**src/hw/rtl/ret_pkg.sv**
```systemverilog
// ----------------------------------------------------------------------------
// ret_pkg: shared types and constants for the RPM envelope tracker
// Sequencer states, register map codes and fixed constants of the datapath.
// ----------------------------------------------------------------------------
package ret_pkg;

  // Sequencer states
  typedef enum logic [2:0] {
    ST_IDLE,
    ST_SETUP,
    ST_MUL,
    ST_FIX,
    ST_PCT,
    ST_DIV,
    ST_DONE
  } ret_state_t;

  // Register map: index is paddr[2]
  localparam int unsigned ADDR_W = 3;
  typedef enum logic [0:0] {
    REG_ALPHA   = 1'b0,
    REG_NOMINAL = 1'b1
  } ret_reg_t;

  // Field widths fixed by the interface
  localparam int unsigned RPM_IN_W   = 16;
  localparam int unsigned OUT_W      = 32;
  localparam int unsigned ALPHA_W    = 16;
  localparam int unsigned APB_DATA_W = 32;

  localparam logic [ALPHA_W-1:0] ALPHA_RESET = 16'd6554;
  // Rounding bias for the downward move (ceiling of the scaled step)
  localparam logic [ALPHA_W-1:0] ROUND_BIAS  = 16'hFFFF;
  // Percentage carries 8 fraction bits
  localparam int unsigned PCT_FRAC_BITS = 8;
  // Headroom of spread*100
  localparam int unsigned PCT_MUL_BITS  = 7;

endpackage : ret_pkg

```
**src/hw/rtl/ret_if.sv**
```systemverilog
// ----------------------------------------------------------------------------
// ret_if: valid/ready channels of the RPM envelope tracker
// One interface for the sample words and one for the result words.
// ----------------------------------------------------------------------------
interface ret_sample_if;
  logic                          valid;
  logic                          ready;
  logic [ret_pkg::RPM_IN_W-1:0]  rpm;

  modport source (output valid, output rpm, input ready);
  modport sink   (input valid, input rpm, output ready);
endinterface : ret_sample_if

interface ret_result_if;
  logic                        valid;
  logic                        ready;
  logic [ret_pkg::OUT_W-1:0]   low_track;
  logic [ret_pkg::OUT_W-1:0]   high_track;
  logic [ret_pkg::OUT_W-1:0]   spread;
  logic [ret_pkg::OUT_W-1:0]   spread_percent;

  modport source (output valid, output low_track, output high_track,
                  output spread, output spread_percent, input ready);
  modport sink   (input valid, input low_track, input high_track,
                  input spread, input spread_percent, output ready);
endinterface : ret_result_if

```
**src/hw/rtl/rpm_envelope_tracker_unit.sv**
```systemverilog
// ----------------------------------------------------------------------------
// rpm_envelope_tracker_unit: low/high envelope tracker for RPM samples
// Keeps two exponentially smoothed tracks around the measured speed and
// reports their spread, also as a percentage of a nominal speed.
// ----------------------------------------------------------------------------
// Usage:
//   sample : one rpm word per handshake (valid/ready). ready is high only
//            while the sequencer is idle.
//   result : one word per sample with low_track, high_track, spread and
//            spread_percent, held in an output register until taken.
//   APB    : alpha at byte 0, nominal speed at byte 4; write only while idle.
// Timing: from acceptance to the result register a sample is worked by
//   two passes of a 16-step shift-add multiplier (alpha times track error),
//   a restoring divider with one quotient bit per cycle over NUM_W =
//   RPM_BITS + TRACK_FRAC_BITS + 7 bits, and the done state. A zero nominal
//   speed skips the divider, the seeding sample skips the multiplier. The
//   next sample can be taken at the earliest in the cycle after the result
//   register loads, so only one sample is in work at a time.
// Reset: both tracks clear, the first sample then seeds them; alpha returns
//   to 6554 and the nominal speed to 0.
// Stall: a new sample is taken while a result waits; the block holds its
//   next result in the done state until the output register is free.
// ----------------------------------------------------------------------------
module rpm_envelope_tracker_unit #(
  parameter int unsigned TRACK_FRAC_BITS = 16,
  parameter int unsigned RPM_BITS        = 16
) (
  input  logic                              clk,
  input  logic                              rst,
  ret_sample_if.sink                        sample,
  ret_result_if.source                      result,
  input  logic                              psel,
  input  logic                              penable,
  input  logic                              pwrite,
  input  logic [ret_pkg::ADDR_W-1:0]        paddr,
  input  logic [ret_pkg::APB_DATA_W-1:0]    pwdata,
  output logic [ret_pkg::APB_DATA_W-1:0]    prdata,
  output logic                              pready
);

  localparam int unsigned TW    = RPM_BITS + TRACK_FRAC_BITS;
  localparam int unsigned RIN_W = (RPM_BITS < ret_pkg::RPM_IN_W) ? RPM_BITS
                                                                  : ret_pkg::RPM_IN_W;
  localparam int unsigned PW    = TW + ret_pkg::ALPHA_W;
  localparam int unsigned NUM_W = TW + ret_pkg::PCT_MUL_BITS;
  localparam int unsigned DEN_SH = TRACK_FRAC_BITS - ret_pkg::PCT_FRAC_BITS;
  localparam int unsigned DEN_W = ret_pkg::ALPHA_W + DEN_SH;
  localparam int unsigned CNT_W = $clog2(NUM_W + 1);

  ret_pkg::ret_state_t state, state_next;

  // Configuration
  logic [ret_pkg::ALPHA_W-1:0] alpha;
  logic [ret_pkg::ALPHA_W-1:0] nom_speed;

  // Track state
  logic [TW-1:0] low_value;
  logic [TW-1:0] high_value;
  logic          seeded;

  // Working registers
  logic [TW-1:0]                rs;
  logic                         sel_hi;
  logic                         down;
  logic [PW-1:0]                mcand;
  logic [ret_pkg::ALPHA_W-1:0]  mplier;
  logic [PW-1:0]                acc;
  logic [CNT_W-1:0]             cnt;
  logic [NUM_W-1:0]             num;
  logic [DEN_W-1:0]             rem;
  logic [TW-1:0]                spread_r;
  logic [ret_pkg::OUT_W-1:0]    pct;

  // Output register
  logic                         res_valid;
  logic [ret_pkg::OUT_W-1:0]    res_low;
  logic [ret_pkg::OUT_W-1:0]    res_high;
  logic [ret_pkg::OUT_W-1:0]    res_spread;
  logic [ret_pkg::OUT_W-1:0]    res_pct;

  // Combinational helpers
  logic            in_fire;
  logic            cfg_wr;
  logic            out_free;
  logic [TW-1:0]   r_fix;
  logic [TW-1:0]   trk;
  logic [TW-1:0]   step;
  logic [TW-1:0]   moved;
  logic [TW-1:0]   clamped;
  logic [TW-1:0]   spread_c;
  logic [NUM_W-1:0] spread_x;
  logic [NUM_W-1:0] num_init;
  logic [DEN_W-1:0] den;
  logic [DEN_W:0]   div_sh;
  logic             div_ge;
  logic [DEN_W:0]   div_diff;
  logic [63:0]      quot_x;
  logic             mul_last;
  logic             div_last;

  // Handshake and port outputs
  always_comb begin
    sample.ready = (state == ret_pkg::ST_IDLE);
    result.valid = res_valid;
    result.low_track      = res_low;
    result.high_track     = res_high;
    result.spread         = res_spread;
    result.spread_percent = res_pct;
    pready = 1'b1;
  end

  assign in_fire  = sample.valid && sample.ready;
  assign cfg_wr   = psel && penable && pwrite && pready;
  assign out_free = !res_valid || result.ready;

  // Register readback
  always_comb begin
    case (ret_pkg::ret_reg_t'(paddr[2]))
      ret_pkg::REG_ALPHA:   prdata = ret_pkg::APB_DATA_W'(alpha);
      ret_pkg::REG_NOMINAL: prdata = ret_pkg::APB_DATA_W'(nom_speed);
      default:              prdata = '0;
    endcase
  end

  // Sample in track format, track under work, step and clamp
  always_comb begin
    r_fix    = TW'(sample.rpm[RIN_W-1:0]) << TRACK_FRAC_BITS;
    trk      = sel_hi ? high_value : low_value;
    step     = acc[PW-1:ret_pkg::ALPHA_W];
    moved    = down ? (trk - step) : (trk + step);
    if (sel_hi) begin
      clamped = (moved > rs) ? moved : rs;
    end else begin
      clamped = (moved < rs) ? moved : rs;
    end
    spread_c = (high_value >= low_value) ? (high_value - low_value) : '0;
    spread_x = NUM_W'(spread_c);
    num_init = (spread_x << 6) + (spread_x << 5) + (spread_x << 2);
    den      = DEN_W'(nom_speed) << DEN_SH;
    div_sh   = {rem, num[NUM_W-1]};
    div_ge   = div_sh >= {1'b0, den};
    div_diff = div_sh - {1'b0, den};
    quot_x   = 64'(num);
    mul_last = (cnt == CNT_W'(ret_pkg::ALPHA_W - 1));
    div_last = (cnt == CNT_W'(NUM_W - 1));
  end

  // Next state
  always_comb begin
    state_next = state;
    case (state)
      ret_pkg::ST_IDLE: begin
        if (in_fire) begin
          state_next = seeded ? ret_pkg::ST_SETUP : ret_pkg::ST_PCT;
        end
      end
      ret_pkg::ST_SETUP: state_next = ret_pkg::ST_MUL;
      ret_pkg::ST_MUL: begin
        if (mul_last) begin
          state_next = ret_pkg::ST_FIX;
        end
      end
      ret_pkg::ST_FIX: state_next = sel_hi ? ret_pkg::ST_PCT : ret_pkg::ST_SETUP;
      ret_pkg::ST_PCT: begin
        state_next = (nom_speed == '0) ? ret_pkg::ST_DONE : ret_pkg::ST_DIV;
      end
      ret_pkg::ST_DIV: begin
        if (div_last) begin
          state_next = ret_pkg::ST_DONE;
        end
      end
      ret_pkg::ST_DONE: begin
        // leave only once the quotient is saturated and the word is loaded
        if (out_free && cnt != CNT_W'(NUM_W)) begin
          state_next = ret_pkg::ST_IDLE;
        end
      end
      default: state_next = ret_pkg::ST_IDLE;
    endcase
  end

  always_ff @(posedge clk) begin
    if (rst) begin
      state <= ret_pkg::ST_IDLE;
    end else begin
      state <= state_next;
    end
  end

  // Configuration writes
  always_ff @(posedge clk) begin
    if (rst) begin
      alpha     <= ret_pkg::ALPHA_RESET;
      nom_speed <= '0;
    end else if (cfg_wr) begin
      case (ret_pkg::ret_reg_t'(paddr[2]))
        ret_pkg::REG_ALPHA:   alpha     <= pwdata[ret_pkg::ALPHA_W-1:0];
        ret_pkg::REG_NOMINAL: nom_speed <= pwdata[ret_pkg::ALPHA_W-1:0];
        default: ;
      endcase
    end
  end

  // Track state: seed on the first sample, update after each fix step
  always_ff @(posedge clk) begin
    if (rst) begin
      low_value  <= '0;
      high_value <= '0;
      seeded     <= 1'b0;
    end else if (state == ret_pkg::ST_IDLE && in_fire && !seeded) begin
      low_value  <= r_fix;
      high_value <= r_fix;
      seeded     <= 1'b1;
    end else if (state == ret_pkg::ST_FIX) begin
      if (sel_hi) begin
        high_value <= clamped;
      end else begin
        low_value <= clamped;
      end
    end
  end

  // Datapath: shared shift-add multiplier and restoring divider
  always_ff @(posedge clk) begin
    case (state)
      ret_pkg::ST_IDLE: begin
        rs     <= r_fix;
        sel_hi <= 1'b0;
      end
      ret_pkg::ST_SETUP: begin
        // error magnitude and direction of the move
        down   <= rs < trk;
        mcand  <= PW'((rs < trk) ? (trk - rs) : (rs - trk));
        mplier <= alpha;
        acc    <= (rs < trk) ? PW'(ret_pkg::ROUND_BIAS) : '0;
        cnt    <= '0;
      end
      ret_pkg::ST_MUL: begin
        if (mplier[0]) begin
          acc <= acc + mcand;
        end
        mcand  <= mcand << 1;
        mplier <= mplier >> 1;
        cnt    <= cnt + 1'b1;
      end
      ret_pkg::ST_FIX: begin
        sel_hi <= 1'b1;
      end
      ret_pkg::ST_PCT: begin
        spread_r <= spread_c;
        num      <= num_init;
        rem      <= '0;
        cnt      <= '0;
        pct      <= '0;
      end
      ret_pkg::ST_DIV: begin
        rem <= div_ge ? div_diff[DEN_W-1:0] : div_sh[DEN_W-1:0];
        num <= {num[NUM_W-2:0], div_ge};
        // mark the quotient complete after the last bit
        cnt <= div_last ? CNT_W'(NUM_W) : cnt + 1'b1;
      end
      ret_pkg::ST_DONE: begin
        // saturate the quotient once it is complete
        if (cnt == CNT_W'(NUM_W)) begin
          pct <= (|quot_x[63:32]) ? '1 : quot_x[31:0];
          cnt <= '0;
        end
      end
      default: ;
    endcase
  end

  // Output register: load when the result word is complete and free
  always_ff @(posedge clk) begin
    if (rst) begin
      res_valid <= 1'b0;
    end else if (state == ret_pkg::ST_DONE && out_free && cnt != CNT_W'(NUM_W)) begin
      res_valid <= 1'b1;
    end else if (res_valid && result.ready) begin
      res_valid <= 1'b0;
    end
  end

  always_ff @(posedge clk) begin
    if (state == ret_pkg::ST_DONE && out_free && cnt != CNT_W'(NUM_W)) begin
      res_low    <= ret_pkg::OUT_W'(low_value);
      res_high   <= ret_pkg::OUT_W'(high_value);
      res_spread <= ret_pkg::OUT_W'(spread_r);
      res_pct    <= pct;
    end
  end

endmodule : rpm_envelope_tracker_unit

```
**src/flat_wrapper.sv**
```systemverilog
// flat-port wrapper written by rule: the top's interface ports become plain ports
module rpm_envelope_tracker_unit_flat 
#(
  parameter int unsigned TRACK_FRAC_BITS = 16,
  parameter int unsigned RPM_BITS        = 16
)
  (clk, rst, psel, penable, pwrite, paddr, pwdata, prdata, pready, sample_valid, sample_rpm, sample_ready, result_valid, result_low_track, result_high_track, result_spread, result_spread_percent, result_ready);
  ret_sample_if sample_i ();
  ret_result_if result_i ();
  input  logic clk;
  input  logic rst;
  input  logic psel;
  input  logic penable;
  input  logic pwrite;
  input  logic [ret_pkg::ADDR_W-1:0] paddr;
  input  logic [ret_pkg::APB_DATA_W-1:0] pwdata;
  output logic [ret_pkg::APB_DATA_W-1:0] prdata;
  output logic pready;
  input wire logic [$bits(sample_i.valid)-1:0] sample_valid;
  input wire logic [$bits(sample_i.rpm)-1:0] sample_rpm;
  output wire logic [$bits(sample_i.ready)-1:0] sample_ready;
  output wire logic [$bits(result_i.valid)-1:0] result_valid;
  output wire logic [$bits(result_i.low_track)-1:0] result_low_track;
  output wire logic [$bits(result_i.high_track)-1:0] result_high_track;
  output wire logic [$bits(result_i.spread)-1:0] result_spread;
  output wire logic [$bits(result_i.spread_percent)-1:0] result_spread_percent;
  input wire logic [$bits(result_i.ready)-1:0] result_ready;
  assign sample_i.valid = sample_valid;
  assign sample_i.rpm = sample_rpm;
  assign sample_ready = sample_i.ready;
  assign result_valid = result_i.valid;
  assign result_low_track = result_i.low_track;
  assign result_high_track = result_i.high_track;
  assign result_spread = result_i.spread;
  assign result_spread_percent = result_i.spread_percent;
  assign result_i.ready = result_ready;
  rpm_envelope_tracker_unit #(.TRACK_FRAC_BITS(TRACK_FRAC_BITS), .RPM_BITS(RPM_BITS)) u_core (.clk(clk), .rst(rst), .sample(sample_i), .result(result_i), .psel(psel), .penable(penable), .pwrite(pwrite), .paddr(paddr), .pwdata(pwdata), .prdata(prdata), .pready(pready));
endmodule
```
**config.mk**
```make
export PLATFORM = sky130hd
export DESIGN_NAME = rpm_envelope_tracker_unit_flat
export DESIGN_NICKNAME = d
export VERILOG_FILES = /design/src/hw/rtl/ret_pkg.sv /design/src/hw/rtl/ret_if.sv /design/src/hw/rtl/rpm_envelope_tracker_unit.sv /design/src/flat_wrapper.sv
export SDC_FILE = /design/constraint.sdc
export NUM_CORES = 1
export LEC_CHECK = 0
export BUFFER_PORTS_ARGS = -buffer_cell sky130_fd_sc_hd__buf_2
export CAP_MARGIN = 40
export CORE_MARGIN = 5
export CORE_UTILIZATION = 55
export DETAILED_ROUTE_END_ITERATION = 12
export MAX_ROUTING_LAYER = met4
export PLACE_DENSITY = 0.8
export SKIP_LAST_GASP = 1
export SYNTH_ARGS = -nofsm -noshare
export SYNTH_HDL_FRONTEND = slang
export SYNTH_SLANG_ARGS = --single-unit
```
**constraint.sdc**
```tcl
create_clock -name clk -period 10.3 [get_ports clk]
set_input_delay 2.06 -clock clk [delete_from_list [all_inputs] [get_ports clk]]
set_output_delay 2.06 -clock clk [all_outputs]
set_load 0.01 [all_outputs]
```
Word-level counts from Yosys, hierarchy flattened
Cells that the tools add are included.
- register bits: 492
- logic and storage cells: 132
- input port bits: 58
- output and inout port bits: 163
- eq/ne operators: 17
- $add $sub $neg: 10
- muxes and demuxes: 39
- magnitude comparators: 5
- bitwise gates (word level): 2
- reductions and logical operators: 35
- operator list (cell ; count):
    $mux 32 ; 14
    $pmux 48 s2 ; 2
    $pmux 32 s2 ; 2
    $mux 48 ; 2
    $pmux 39 s2 ; 1
    $sub 32x32->33 ; 2
    $lt 32x32->1 ; 2
    $sub 32x32->32 ; 2
    $add 48x48->48 ; 1
    $pmux 24 s2 ; 1
    $add 38x37->39 ; 1
    $add 39x34->39 ; 1
    $add 32x32->32 ; 1
    $ge 32x32->1 ; 1
    $gt 32x32->1 ; 1
    $pmux 16 s2 ; 1
    $ge 25x24->1 ; 1
    $mux 24 ; 1
    $pmux 6 s4 ; 1
    $sub 24x24->24 ; 1
    $pmux 3 s7 ; 1
    $mux 3 ; 6
    $reduce_and 2->1 ; 9
    $logic_not 16->1 ; 1
    other kinds (24) ; 52

Depth between registers and ports, before layout
Gate-level depths: netlist of the first run.
- depth after elaboration: 9
- depth in mapped cells: 32
- gate-level depth less buffers: 31

Worst setup path after synthesis of the first run
OpenSTA, ideal clock, no wires.
- path type: reg2reg
- start point: register u_core.sel_hi
- end point: register u_core.high_value[17]
- path slack: 3.544 ns
- arrival: 6.625 ns
- setup time: 0.132 ns
- path buffers: 5
- period minus slack after synthesis: 6.756 ns
- required time: 10.168 ns
- stages on the path, launching flop included: 27
- cells stage by stage: edfxtp_1 > buf_2 > buf_2 > buf_1 > clkbuf_1 > buf_1 > mux2i_1 > ha_1 > inv_1 > fa_1 > a211oi_1 > o21ai_0 > a21oi_1 > o21ai_1 > a22oi_1 > nor3_1 > or4b_1 > ha_1 > nand4_1 > nor3_1 > nand2_1 > or4_1 > or4_1 > nor4_1 > nor4b_2 > nand4b_1 > a31oi_1
- cells in the longest elaborated chain, start to end: 9
- elaborated cells between the ends (all ways): 14
- classes of those cells: add/sub: 2; order compare: 2; mux: 8; reduce/logical: 2
- RTL lines (element ; line ; source):
    start: declaration ; rpm_envelope_tracker_unit.sv:63 ; logic sel_hi;
    start signal: assignment ; rpm_envelope_tracker_unit.sv:228 ; sel_hi <= 1'b0;
    start signal: assignment ; rpm_envelope_tracker_unit.sv:247 ; sel_hi <= 1'b1;
    $mux 32 ; rpm_envelope_tracker_unit.sv:128 ; trk = sel_hi ? high_value : low_value;
    $add 32x32->32 or $sub 32x32->32 (tied branches) ; rpm_envelope_tracker_unit.sv:130 ; moved = down ? (trk - step) : (trk + step);
    $mux 32 ; rpm_envelope_tracker_unit.sv:130 ;
    $lt 32x32->1 or $gt 32x32->1 (tied branches) ; rpm_envelope_tracker_unit.sv:134, rpm_envelope_tracker_unit.sv:132 ;
    $mux 32 (on tied branches) ; rpm_envelope_tracker_unit.sv:134, rpm_envelope_tracker_unit.sv:132 ;
    $mux 32 ; rpm_envelope_tracker_unit.sv:131 ; if (sel_hi) begin
    $mux 32 ; rpm_envelope_tracker_unit.sv:215 ; if (sel_hi) begin
    $mux 32 ; rpm_envelope_tracker_unit.sv:214 ; end else if (state == ret_pkg::ST_FIX) begin
    $mux 32 ; rpm_envelope_tracker_unit.sv:210 ; end else if (state == ret_pkg::ST_IDLE && in_fire && !seeded) begin
    end signal: assignment ; rpm_envelope_tracker_unit.sv:212 ; high_value <= r_fix;
    end signal: assignment ; rpm_envelope_tracker_unit.sv:216 ; high_value <= clamped;
    end: declaration ; rpm_envelope_tracker_unit.sv:58 ; logic [TW-1:0] high_value;
Parallel ways exist; a longest one is shown, timed or not. The select of a mux whose other input is x is not followed.
A chain may end at the register's enable or synchronous reset.

Worst setup path in the final report of the first run
- start point: register u_core.acc[21]
- end point: register u_core.high_value[30]
- cells in the longest elaborated chain, start to end: 8
- elaborated cells between the ends (all ways): 11
- classes of those cells: add/sub: 2; order compare: 2; mux: 7
- RTL lines (element ; line ; source):
    start: declaration ; rpm_envelope_tracker_unit.sv:67 ; logic [PW-1:0] acc;
    start signal: assignment ; rpm_envelope_tracker_unit.sv:235 ; acc <= (rs < trk) ? PW'(ret_pkg::ROUND_BIAS) : '0;
    start signal: assignment ; rpm_envelope_tracker_unit.sv:240 ; acc <= acc + mcand;
    $add 32x32->32 or $sub 32x32->32 (tied branches) ; rpm_envelope_tracker_unit.sv:130 ;
    $mux 32 (*) ; rpm_envelope_tracker_unit.sv:130 ;
    $lt 32x32->1 or $gt 32x32->1 (tied branches) ; rpm_envelope_tracker_unit.sv:134, rpm_envelope_tracker_unit.sv:132 ;
    $mux 32 (on tied branches) ; rpm_envelope_tracker_unit.sv:134, rpm_envelope_tracker_unit.sv:132 ;
    $mux 32 (*) ; rpm_envelope_tracker_unit.sv:131 ;
    $mux 32 (*) ; rpm_envelope_tracker_unit.sv:215 ;
    $mux 32 (*) ; rpm_envelope_tracker_unit.sv:214 ;
    $mux 32 (*) ; rpm_envelope_tracker_unit.sv:210 ;
Mark *: on every way between the ends. The rest lies on a longest branch, timed or not. The select of a mux whose other input is x is not followed.

==> results.cfg, run 1 <==
[die]
pin_count = 221
coreArea_um2 = 56200
die_w_um = 247
initial_utilization_pct = 55.2
rows = 87
die_height_um = 247
dieArea_um2 = 61300

[drt]
detail_route.wl_per_cell_um = 19.2
antenna_left = 0
finalWirelength_um = 79700
dr.first_iter.drc_count = 2307
route.detailed.drc = 0
vias = 24835
drt-vias-per-instance = 5.99
first_pass_iters = 7

[sta]
slew_viol_final = 0
finalSetupViolCount = 0
fin_crit_ns = 8.29
tns_ns = 0
slew-limit-headroom_pct = 31.2
skew_ns = 0.0416
grt_setup_unrepaired = false
worst_pin_slew_ns = 1.01
fmax_mhz = 121
hold_violations = 0
finalCritPeriodShare_pct = 80.5

[cells_and_area]
area_growth_pct = 11.0
fill_cells = 4659
fin_area_um2 = 34400
layout-drive-gt1-share_pct = 11.2
multiInputGateArea_um2 = 16000
nets = 3646
seqCellArea_um2 = 13800

[clock_network]
cts.sinks = 492
cts_buffers = 52
cts_root_buf = clkbuf_16
cts_resized = 0
clk_pin_slew_ns = 0.06
cts_hold_buf = 0
tritoncts = built
cts_htree_levels = 2
clk_latency_ns = 0.62
cts_buffer_depth = 3
postCtsSetupBuffers = 0

[synthesis]
async_reset_ff_share_pct = 0
synthesis.instances = 3206
avgSynthCellArea_um2 = 9.68
synth_seq_area_share_pct = 44.4
ys_types = 86
synth-main-ff-cell = edfxtp_1
synth_top_area_share_pct = 37.8
yosysTopAreaCell = edfxtp_1
synth_edf_count = 391
syn_area_um2 = 31000
synth-seq-cells = 492
ys_warn_count = 0
synthTopCellsByArea = edfxtp_1, ha_1, dfxtp_1

[grt]
overflow = 0
grt_usage_pct = 25.9
antenna_found_initial = 8
grt_pass1_wl_um = 124000
grt_pass1_vias = 23077
grt_max_degree = 83

[setup_path]
reg2reg_depth = 28
reg2reg_from = u_core.acc[21]$_SDFFCE_PN0P_
end_kind = flop
path_max_fanout = 8
critPathRequiredTime_ns = 10.75
r2r_end = u_core.high_value[30]$_SDFFE_PP0P_
cp.arrival_ns = 8.74
cp-start-kind = flop
worstSetupPathType = flop to flop
crit_end = u_core.high_value[30]$_SDFFE_PP0P_
crit_start = u_core.acc[21]$_SDFFCE_PN0P_
slowest_stage = nor4b_2
cpMostUsedCell = nand2_1
reg2reg_slack_ns = 2.01
cpPeakStageDelay_ns = 0.72

[placement]
dp_hpwl_um = 59700
placed_area_um2 = 32700
gp_congestion = 0.954
numPortBuffers = 185

[min_path]
hold_path_class = flop to flop
hold-path-cell-count = 0

[run_status]
status = completed

[job]
maxCapViolations = 0
## per-layer routing
metal | up-vias | wire [µm] | GRT usage, %
met5 | - | 0 | -
met3 | 182 | 5640 | 3.52
met4 | 0 | 2560 | 7.73
met1 | 11831 | 34200 | 35.3
li1 | 11907 | - | -
met2 | 915 | 37300 | 41.0
## worst max-delay path: cells and delay by family (launching register included)
kind,cells,cell delay [ns]
simple gates,17,5.20
compound gates,7,1.51
fa+ha+maj,2,0.64
flops,1,0.45
xor+xnor,1,0.28
buf+inv,1,0.05
## placed cells by master (no fill, tap or decap), types with 22 or more instances in the layout
master     count
edfxtp_1     391
nand2_1      346
a21oi_1      322
nor2_1       264
ha_1         214
buf_2        185
inv_1        181
o21ai_0      137
xnor2_1      124
a21o_1       104
dfxtp_1      101
o21a_1        76
nand3_1       65
xor2_1        64
nor3_1        60
clkbuf_16     57
o21bai_1      36
fa_1          34
or3_1         33
a31oi_1       33
mux2i_1       31
and3_1        30
nand4_1       30
a22oi_1       30
mux2_2        28
nor4_1        27
buf_4         27
a211oi_1      23
nand2b_1      22
## cell type report
cell class,instances,share of cell area [%]
multi-input cells,2395,46.6
flip-flops and latches,492,40.0
clock buffers,62,4.23
repair buffers,217,3.52
well taps,756,2.75
inverters,182,1.99
clock inverters,34,0.901
diodes,9,0.0654
## synthesized netlist by cell type, drive strengths merged (29+ instances only)
master,count
clkbuf,114
xnor2,124
nor4,29
ha,214
inv,182
buf,38
a21o,104
o21bai,36
dfxtp,101
edfxtp,391
a21oi,325
nand2,348
nor3,62
a22oi,30
nand4,30
o21a,76
o21ai,141
nand3,65
xor2,64
fa,34
a31oi,33
and3,31
nor2,268
or3,33
mux2i,32
## through the flow
stage	instances	hold slack [ns]	worst slack [ns]	utilization [%]
6_report	4147	0.416	2.01	61.3
5_1_grt	4145	0.424	1.46	61.3
4_1_cts	4138	0.417	2.11	61.3
3_5_place_dp	4042	0.405	2.14	58.1
3_3_place_gp	4036	0.402	2.37	58.0
2_1_floorplan	3221	0.400	3.54	-
## how the worst min path moves through the flow
stage	startpoint	endpoint	slack [ns]
floorplan	u_core.spread_r[0]$_DFFE_PP_	u_core.result.spread[0]$_DFFE_PP_	0.40
global placement	u_core.pct[13]$_SDFFCE_PN0P_	u_core.result.spread_percent[13]$_DFFE_PP_	0.40
detailed placement	u_core.spread_r[23]$_DFFE_PP_	u_core.result.spread[23]$_DFFE_PP_	0.40
CTS	u_core.pct[19]$_SDFFCE_PN0P_	u_core.result.spread_percent[19]$_DFFE_PP_	0.42
global route	u_core.pct[8]$_SDFFCE_PN0P_	u_core.result.spread_percent[8]$_DFFE_PP_	0.42
finish	u_core.pct[19]$_SDFFCE_PN0P_	u_core.result.spread_percent[19]$_DFFE_PP_	0.42
## logic make-up after synthesis
kind of cell,synth area share [%]
other,0.0242
flip-flops,44.4
AO/OA/AOI/OAI,18.4
AND/OR/NAND/NOR,14.7
multiplexers,2.09
buffers and inverters,4.32
adder cells (fa/ha/maj),10.8
XOR/XNOR,5.31
## flip-flops by register name, indices dropped and copies added, names as in the netlist, 3 cells and up
signal,cells
u_core.acc,48
u_core.mcand,48
u_core.num,39
u_core.high_value,32
u_core.low_value,32
u_core.pct,32
u_core.result.high_track,32
u_core.result.low_track,32
u_core.result.spread,32
u_core.result.spread_percent,32
u_core.spread_r,32
u_core.rem,24
u_core.alpha,16
u_core.mplier,16
u_core.nom_speed,16
u_core.rs,16
u_core.cnt,6
u_core.state,3
Power of run 1 is not shown: default switching activity piles up to over one toggle a cycle in this logic, so the estimate is an artifact.
==> run 2, diff against run 1 <==
- ABC_AREA: unset -> 1
- PLACE_DENSITY: 0.8 -> 0.82
- clock period: 10.3 -> 7.6 ns (I/O delays scaled with it)
==> results.cfg, run 2 <==
[sta]
finalSetupViolCount = 0
slew_viol_final = 0
hold_violations = 0
fin_crit_ns = 6.43
slew-limit-headroom_pct = 41.0
grt_setup_unrepaired = false
finalCritPeriodShare_pct = 84.6
worst_pin_slew_ns = 0.883
skew_ns = 0.0207
fmax_mhz = 156
tns_ns = 0

[die]
initial_utilization_pct = 55.2
dieArea_um2 = 63800
coreArea_um2 = 58700
die_w_um = 253
pin_count = 221
die_height_um = 253
rows = 89

[grt]
grtUsageMet1_pct = 37.5
grt_pass1_wl_um = 144000
grt_max_degree = 129
grt_util_met2_pct = 46.9
top_usage_layer = met2
grt_usage_pct = 29.0
overflow = 0
antenna_found_initial = 9
grt_pass1_vias = 26831
use_met3_pct = 3.85

[drt]
route.detailed.drc = 0
detail_route.wl_per_cell_um = 18.6
drt-vias-per-instance = 5.70
first_pass_iters = 7
finalWirelength_um = 93200
antenna_left = 0
dr.first_iter.drc_count = 2483
vias = 28626

[run_status]
status = completed

[synthesis]
synth_edf_count = 391
synthTopCellsByArea = edfxtp_1, nand2_1, ha_1
ys_types = 54
synthesis.instances = 4018
yosysTopAreaCell = edfxtp_1
synthTopCellsByCount = nand2_1, inv_1, edfxtp_1
yosysMostFrequentCell = nand2_1
synth_top_area_share_pct = 36.3
synth-seq-cells = 492
syn_area_um2 = 32400
async_reset_ff_share_pct = 0
ys_warn_count = 0
avgSynthCellArea_um2 = 8.06
synth_seq_area_share_pct = 42.5
synth-main-ff-cell = edfxtp_1

[cells_and_area]
fill_cells = 5094
top_regs = u_core.acc x48, u_core.mcand x48, u_core.num x39
final_common_cell = nand2_1
nets = 4495
final_cell_mix = nand2_1, inv_1, edfxtp_1, nor2_1, a21oi_1
layout-drive-gt1-share_pct = 8.31
area_growth_pct = 11.4

[clock_network]
cts_root_buf = clkbuf_16
postCtsSetupBuffers = 0
clk_pin_slew_ns = 0.06
cts_buffer_depth = 3
clk_latency_ns = 0.62
tritoncts = built
cts_hold_buf = 0
cts_htree_levels = 2
cts_resized = 0
cts.sinks = 492
cts_buffers = 54

[setup_path]
end_kind = flop
slowest_stage = edfxtp_1
reg2reg_depth = 35
cpPeakStageDelay_ns = 0.47
cpMostUsedCell = nand2_1
cp.arrival_ns = 6.91
path_max_fanout = 18
critPathRequiredTime_ns = 8.08
worstSetupPathType = flop to flop
cp-start-kind = flop

[min_path]
hold-path-cell-count = 0
hold_path_class = flop to flop

[placement]
gp_congestion = 0.980
numPortBuffers = 185
dp_hpwl_um = 72700

[job]
maxCapViolations = 0
[run 2: path summary, 6_finish.rpt]
check	start	endpoint	slack, ns
max	u_core.acc[16]$_SDFFCE_PN0P_	u_core.high_value[7]$_SDFFE_PP0P_	1.17
min	u_core.spread_r[16]$_DFFE_PP_	u_core.result.spread[16]$_DFFE_PP_	0.42
max reg2reg	u_core.acc[16]$_SDFFCE_PN0P_	u_core.high_value[7]$_SDFFE_PP0P_	1.17
min reg2reg	u_core.spread_r[16]$_DFFE_PP_	u_core.result.spread[16]$_DFFE_PP_	0.42
[run 2: stage by stage]
step | worst slack [ns] | cells | hold slack (ns) | utilization (%) | area [µm²]
final | 1.17 | 5018 | 0.416 | 61.5 | 36100
after floorplan | 0.120 | 4033 | 0.400 | - | 32400
after global placement | 1.39 | 4899 | 0.400 | 57.9 | 34000
after CTS | 1.27 | 5008 | 0.415 | 61.4 | 36100
after global routing | 0.680 | 5017 | 0.421 | 61.5 | 36100
after detailed placement | 1.29 | 4906 | 0.405 | 58.2 | 34200
[run 2: worst max-delay path, delay by kind of cell, from the launching register on]
| family | cells | cell delay (ns) |
|---|---|---|
| AND/OR/NAND/NOR | 22 | 3.39 |
| adder cells (fa/ha/maj) | 3 | 0.84 |
| AO/OA/AOI/OAI | 5 | 0.80 |
| flip-flops | 1 | 0.47 |
| buffers and inverters | 4 | 0.44 |
| XOR/XNOR | 1 | 0.34 |
[run 2: kinds of logic after synthesis]
logic type | after synthesis | synth area share, %
xor+xnor | 130 | 3.52
flops | 492 | 42.5
simple gates | 1596 | 20.2
other cells | 2 | 0.0232
compound gates | 903 | 15.5
buf+inv | 647 | 7.91
fa+ha+maj | 248 | 10.4
[run 2: area by class of cell]
| class | count | area (µm²) | share of cell area [%] |
|---|---|---|---|
| antenna | 10 | 25.0 | 0.0693 |
| clock buffer | 76 | 1510 | 4.17 |
| clock inverter | 26 | 393 | 1.09 |
| inverter | 534 | 2010 | 5.56 |
| multi-input combinational | 2894 | 16200 | 44.8 |
| sequential | 492 | 13800 | 38.1 |
| tap | 773 | 967 | 2.68 |
| timing repair buffer | 213 | 1250 | 3.46 |
[run 2: metal layers]
layer	share of wire (%)	wire, µm
met5	0	0
met4	4.3	4050
met3	7.3	6800
met2	47	43900
met1	41	38500
Power of run 2 is left out for the same reason.
